--- config.mk ---
export PLATFORM = sky130hd
export DESIGN_NAME = ile_cell
export DESIGN_NICKNAME = d
export VERILOG_FILES = /design/src/rtl/ile_pkg.sv /design/src/rtl/ile_cell.sv
export SDC_FILE = /design/constraint.sdc
export NUM_CORES = 1
export LEC_CHECK = 0
export BUFFER_PORTS_ARGS = -buffer_cell sky130_fd_sc_hd__buf_2
export CAP_MARGIN = 30
export CORE_AREA = 2 2 102 104
export CTS_BUF_LIST = sky130_fd_sc_hd__clkbuf_16
export DETAILED_ROUTE_END_ITERATION = 7
export DIE_AREA = 0 0 104 106
export SETUP_SLACK_MARGIN = 0.4
export SYNTH_ARGS = -nofsm -noshare
export SYNTH_HDL_FRONTEND = slang
export SYNTH_SLANG_ARGS = --single-unit
--- constraint.sdc ---
create_clock -name clock -period 5.7 [get_ports clock]
set_input_delay 0.57 -clock clock [delete_from_list [all_inputs] [get_ports clock]]
set_output_delay 0.57 -clock clock [all_outputs]
set_load 0.02 [all_outputs]
--- src/rtl/ile_pkg.sv ---
// Shared constants, codes and types for the indexed list engine.
package ile_pkg;

   localparam int CAPACITY    = 64;
   localparam int VALUE_W     = 32;
   localparam int KIND_W      = 3;
   localparam int POS_W       = 7;
   localparam int STATUS_W    = 2;
   localparam int LEN_W       = 7;
   localparam int IDX_W       = $clog2(CAPACITY);
   localparam int CNT_W       = $clog2(CAPACITY + 1);
   localparam int CMP_W       = (CNT_W > POS_W) ? CNT_W : POS_W;
   localparam int GROUP_SIZE  = 8;
   localparam int NUM_GROUPS  = (CAPACITY + GROUP_SIZE - 1) / GROUP_SIZE;

   localparam logic [KIND_W-1:0] KIND_READ   = 3'd0;
   localparam logic [KIND_W-1:0] KIND_HEAD   = 3'd1;
   localparam logic [KIND_W-1:0] KIND_TAIL   = 3'd2;
   localparam logic [KIND_W-1:0] KIND_AT     = 3'd3;
   localparam logic [KIND_W-1:0] KIND_DELETE = 3'd4;

   localparam logic [STATUS_W-1:0] STATUS_DONE  = 2'd0;
   localparam logic [STATUS_W-1:0] STATUS_RANGE = 2'd1;
   localparam logic [STATUS_W-1:0] STATUS_FULL  = 2'd2;

   typedef struct packed {
      logic               ins;
      logic               del;
      logic [CMP_W-1:0]   target;
      logic [CMP_W-1:0]   rd_pos;
      logic [VALUE_W-1:0] value;
   } ile_cell_ctrl_type;

endpackage

--- src/rtl/ile_cell.sv ---
// One list entry: holds, shifts toward the tail on insert, toward the head on delete.
module ile_cell import ile_pkg::*; (
   input  logic                clock,
   input  logic [IDX_W-1:0]    cell_index,
   input  ile_cell_ctrl_type   ctrl,
   input  logic [VALUE_W-1:0]  left_value,
   input  logic [VALUE_W-1:0]  right_value,
   output logic [VALUE_W-1:0]  value_out,
   output logic [VALUE_W-1:0]  read_out
);

   logic [VALUE_W-1:0] value_ff;
   logic [VALUE_W-1:0] value_in;
   logic [CMP_W-1:0]   my_index;

   assign my_index = CMP_W'(cell_index);

   always_comb begin
      value_in = value_ff;
      if (ctrl.ins) begin
         if (my_index > ctrl.target) begin
            value_in = left_value;
         end else if (my_index == ctrl.target) begin
            value_in = ctrl.value;
         end
      end else if (ctrl.del) begin
         if (my_index >= ctrl.target) begin
            value_in = right_value;
         end
      end
   end

   always_ff @(posedge clock) begin
      value_ff <= value_in;
   end

   assign value_out = value_ff;
   assign read_out  = (my_index == ctrl.rd_pos) ? value_ff : '0;

endmodule

==> reports/qor.yml, run 1 <==
p_per_area_nw_per_um2: 197
report.final.slew_viol_count: 0
worst_pin_slew_ps: 996
setup_viol: 0
post-route-min-period_ps: 2760
yosysTopAreaCellShare_pct: 32.7
synth_compound_area_share_pct: 34.6
max_slew_margin_pct: 33.4
fin_area_sq_um: 4120
cts_sinks: 32
synth_fa_ha_area_share_pct: 2.56
drt-total-wl_um: 10800
largest_reg_flops: 32
crit_fanout: 32
grt_pass1_wl_um: 16900
fin_setup_tns_ps: 0
die_h_um: 106
critical-path-max-stage-delay_ps: 530
portBuffers: 182
fmax_ghz: 0.363
p_clk_share_pct: 31.5
p_comb_share_pct: 31.3
power.net_switching_uw: 267
cts_buffer_depth: 2
place_congestion: 0.785
clk_pin_slew_ps: 60
synth_edf_count: 32
endpoint_kind: "primary output"
p_leak_nw: 2.08
start_util_pct: 29.4
grt-ovfl-total: 0
hpwl_um: 7370
synth.ff_latch_count: 32
ys.flop_type: "edfxtp_1"
seqPwrFrac_pct: 37.2
place_inst: 651
synth_top_cell_by_area: "edfxtp_1"
dieArea_sq_um: 11000
hold_viol_final: 0
drt_iter0_drc: 178
async_flop_share_pct: 0
rsz0062_at_grt: "false"
p_int_uw: 546
switching_share_pct: 32.8
cts-htree-levels: 2
diodes: 0
num_vias: 3364
max_cap_violations: 0
cts_root_buffer: "clkbuf_16"
postPlaceCellArea_sq_um: 3990
synthMuxAreaShare_pct: 0
synth_fp_nets: 484
coreArea_sq_um: 10000
die_w_um: 104
numCtsBuffers: 5
synth_area_sq_um: 2940
yosysSeqAreaShare_pct: 32.7
stdcell_count: 658
synth_top_family_by_area: "compound AO/OA/AOI/OAI gates"
synth.area.top_cells: "edfxtp_1 (33%), o211a_1 (11%), a2111oi_0 (9.5%)"
whs_ps: 627
viasPerCell: 5.11
crit_type: "in2out"
ant_nets: 0
cts_setup_buffers: 0
yosysMostFrequentCell: "nor2_1"
synthXorXnorAreaFrac_pct: 1.79
rows: 37
yosysWarnings: 0
crit_path_top_delay_cell: "or4_4"
min_to: "value_out[31]$_DFFE_PP_"
min-delay-start: "ctrl[31]"
hold_class: "in2reg"
synth.avg_cell_area_sq_um: 8.18
hold_depth: 2
nNetsFinal: 647
routedWlPerCell_um: 16.4
dr.pass1.iters: 5
synthSimpleGateAreaFrac_pct: 18.8
utilization_pct: 41.2
synth_common_cells: "nor2_1 (67), inv_1 (38)"
cts_resized: 0
antenna_found_initial: 0
period_share_pct: 48.4
drive_above_1_share_pct: 44.4
cp_common_cell: "buf_2"
cts_tree: "built"
status: "finished, final reports clean"
start_kind: "input port"
vdd_drop_max_mv: 0.0881
grt_max_degree: 37
crit_chain: "buf_2, xor2_1, or4_4, nor4_4, buf_4, and2_2, buf_2"
syn_inst: 359
postCtsHoldBufs: 0
track_usage_pct: 18.8
grt_pass1_vias: 3502
pin_count: 183
required_ps: 5130
syn_to_final_growth_pct: 40.2
drc: 0
yosysUniqueCellTypes: 28
cp_data_arrival_time_ps: 2190
[layer usage]
metal  track usage (%)  up-vias  share of wire [%]
li1                  -     1648                  -
met1              22.7     1575                 43
met2              33.8      132                 50
met3              3.13        9                5.2
met4              6.76        0                1.0
met5                 0        -                  0
[stage by stage]
| step | total power [mW] | setup slack (ps) |
|---|---|---|
| final | 0.812 | 2940 |
| after global routing | 0.852 | 2850 |
| after CTS | 0.819 | 2930 |
| after detailed placement | 0.559 | 2850 |
| after global placement | 0.551 | 2880 |
| after floorplan | 0.448 | 2910 |
[cell usage in the layout (no fill, tap or decap)]
cell and instances:
clkinv_2 1, a31oi_1 32, and2_1 5, nand3_1 1, edfxtp_1 32, buf_2 182
buf_8 2, o21bai_1 1, o211a_1 32, a21oi_1 1, o21a_1 1, o22a_2 1
ha_1 6, o21ai_1 6, o21ai_0 27, clkbuf_16 5, a21o_1 1, and4b_1 1
nand2b_1 1, and3_1 1, or4_4 1, xor2_1 6, nor4_4 1, a21boi_4 1
and2_2 28, nor2_1 64, inv_1 39, a2111oi_0 32, nor2_2 3, buf_4 7
a211oi_1 1
[critical path: cells and delay by family]
kind | cells | cell delay, ps
xor gates and xnor gates | 1 | 140
buffers and inverters | 3 | 600
and+or+nand+nor | 3 | 860
[logic make-up after synthesis]
kind of cell | count (synthesis)
compound gates | 136
xor+xnor | 6
fa+ha+maj | 6
buf+inv | 73
flops | 32
simple gates | 106
[cell type report]
type	instances	area, sq um
sequential	32	961
clock inverter	2	8.76
multi-input combinational	254	1720
tap	136	170
clock buffer	5	125
fill	1033	5880
timing repair buffer	191	993
inverter	38	143
[power by group through the flow]
| stage | Clock (mW) | Combinational (mW) | Sequential [mW] |
|---|---|---|---|
| global placement | 0 | 0.244 | 0.307 |
| CTS | 0.263 | 0.253 | 0.303 |
| detailed placement | 0 | 0.252 | 0.307 |
| floorplan | 0 | 0.113 | 0.335 |
| global route | 0.272 | 0.275 | 0.305 |
| finish | 0.256 | 0.254 | 0.302 |
[worst max path at each step]
stage,start,endpoint,cells past startpoint
3_3_place_gp,cell_index[0],value_out[15]$_DFFE_PP_,8
2_1_floorplan,ctrl[40],value_out[0]$_DFFE_PP_,7
4_1_cts,cell_index[3],read_out[4],7
5_1_grt,cell_index[3],read_out[4],7
3_5_place_dp,cell_index[0],value_out[8]$_DFFE_PP_,8
6_report,cell_index[3],read_out[4],7
Power figures use the tool's default switching activity.
==> run 2: changes to the inputs <==
==> constraint.sdc (replaced) <==
create_clock -name clock -period 2.8 [get_ports clock]
set_input_delay 0.28 -clock clock [delete_from_list [all_inputs] [get_ports clock]]
set_output_delay 0.28 -clock clock [all_outputs]
set_load 0.02 [all_outputs]
==> run 2 against run 1 <==
Against the previous run:
- design area grew 1.2%
- total power grew 100%
- cell count grew 0.91%
- sequential share of layout area shrank 0.27 points
- critical path type is now in2reg
- non-clock buffer count grew 6
- clock power grew 100%
- die area is the same
- first-iteration DRC count shrank 13%
- critical path depth is the same
- sequential power grew 100%
- clock-buffer cell count is the same
==> reports/qor.yml, run 2 (synthesized netlist as in run 1, its figures left out) <==
endpoint_kind: "flip-flop"  # was primary output
cts_sinks: 32  # unchanged
largest_reg_flops: 32  # unchanged
p_per_area_nw_per_um2: 396  # was 197 nW/um^2
ant_nets: 0  # unchanged
dr.pass1.iters: 4  # was 5
clk_pin_slew_ps: 50  # was 60 ps
wl_met1_um: 4370  # was 4670 um
rsz0062_at_grt: "false"  # unchanged
stdcell_count: 664  # was 658
nNetsFinal: 653  # was 647
max_cap_violations: 0  # unchanged
cts_setup_buffers: 0  # unchanged
utilization_pct: 41.7  # was 41.2%
postCtsHoldBufs: 0  # unchanged
crit_chain: "buf_2, ha_1, nor2_2, buf_8, a21oi_1, o21a_1, o22a_2"  # was buf_2, xor2_1, or4_4, nor4_4, buf_4, and2_2, buf_2
place_inst: 657  # was 651
place_congestion: 0.767  # was 0.785
power.net_switching_uw: 534  # was 267 uW
layout_commonest_cell: "buf_2"  # unchanged
fmax_ghz: 0.443
p_int_mw: 1.12  # was 546 uW
status: "finished, final reports clean"  # unchanged
diodes: 0  # unchanged
p_leak_nw: 2.10  # was 2.08 nW
crit_type: "in2reg"  # was in2out
pin_count: 183  # unchanged
p_comb_share_pct: 31.5  # was 31.3%
cp_data_arrival_time_ps: 2170  # was 2190 ps
required_ps: 2710  # was 5130 ps
p_total_mw: 1.65  # was 812 uW
viasPerCell: 5.12  # was 5.11
switching_share_pct: 32.4  # was 32.8%
grt_pass1_wl_um: 16400  # was 16900 um
met3WireLength_um: 574  # was 564 um
num_vias: 3398  # was 3364
cts_tree: "built"  # unchanged
portBuffers: 182  # unchanged
grt-ovfl-total: 0  # unchanged
cts_buffer_depth: 2  # unchanged
grt_max_degree: 34  # was 37
postPlaceCellArea_sq_um: 4040  # was 3990 sq um
die_h_um: 106  # unchanged
hold_viol_final: 0  # unchanged
drive_above_1_share_pct: 44.9  # was 44.4%
cts_resized: 0  # unchanged
max_slew_margin_pct: 46.5  # was 33.4%
worst_pin_slew_ps: 802  # was 996 ps
die_w_um: 104  # unchanged
whs_ps: 343  # was 627 ps
routedWlPerCell_um: 15.9  # was 16.4 um
post-route-min-period_ps: 2260
cts-htree-levels: 2  # unchanged
antenna_found_initial: 0  # unchanged
p_clk_share_pct: 31.1  # was 31.5%
grt_pass1_vias: 3369  # was 3502
track_usage_pct: 18.5  # was 18.8%
report.final.slew_viol_count: 0  # unchanged
drt_iter0_drc: 154  # was 178
routed.top_layer: "met4"  # unchanged
wl_met2_um: 5450  # was 5420 um
start_kind: "input port"  # unchanged
seqPwrFrac_pct: 37.4  # was 37.2%
drc: 0  # unchanged
numCtsBuffers: 5  # unchanged
cp_num_buf_inv: 2  # was 3
period_share_pct: 80.6
dieArea_sq_um: 11000  # unchanged
cts_root_buffer: "clkbuf_16"  # unchanged
rows: 37  # unchanged
syn_to_final_growth_pct: 41.9  # was 40.2%
drt-total-wl_um: 10600  # was 10800 um
crit_path_top_delay_cell: "nor2_2"  # was or4_4
fin_area_sq_um: 4170  # was 4120 sq um
mostFrequentLayoutCells: "buf_2 (182), nor2_1 (64), inv_1 (38)"  # was buf_2 (182), nor2_1 (64), inv_1 (39)
coreArea_sq_um: 10000  # unchanged
hpwl_um: 7660  # was 7370 um
setup_viol: 0  # unchanged
critical-path-max-stage-delay_ps: 540  # was 530 ps
start_util_pct: 29.4  # unchanged
vdd_drop_max_mv: 0.230  # was 0.0881 mV
hold_class: "in2reg"  # unchanged
crit_fanout: 32  # unchanged
cp_top_family: "compound AO/OA/AOI/OAI gates"  # was simple AND/OR/NAND/NOR gates
## run 2: area by class of cell
type	count	area, sq um
Clock buffer	5	125
Clock inverter	2	7.51
Fill cell	1047	5830
Inverter	38	143
Multi-Input combinational cell	254	1720
Sequential cell	32	961
Tap cell	136	170
Timing Repair Buffer	197	1040
## run 2: stage by stage
step / setup TNS, ps / setup WS, ps
after global placement: -1070 / -34.7
after global routing: 0 / 459
final: 0 / 542
after CTS: 0 / 558
after detailed placement: 0 / 278
after floorplan: 0 / 627
## run 2: path summary, 6_finish.rpt
| kind | cells past startpoint | end | from |
|---|---|---|---|
| worst min-delay path | 2 | value_out[30]$_DFFE_PP_ | ctrl[30] |
| worst max-delay path | 7 | value_out[13]$_DFFE_PP_ | cell_index[2] |
## run 2: layer usage
| metal | track usage (%) | up-vias |
|---|---|---|
| met4 | 5.69 | 0 |
| met5 | 0 | - |
| met3 | 3.19 | 20 |
| met1 | 21.0 | 1573 |
| met2 | 35.2 | 140 |
| li1 | - | 1665 |
## run 2: power by group through the flow
| stage | sequential [mW] | clock (mW) | combinational (mW) |
|---|---|---|---|
| after floorplan | 0.681 | 0 | 0.231 |
| after global placement | 0.626 | 0 | 0.504 |
| after detailed placement | 0.628 | 0 | 0.518 |
| after CTS | 0.619 | 0.519 | 0.520 |
| after global routing | 0.623 | 0.542 | 0.565 |
| final | 0.617 | 0.513 | 0.521 |
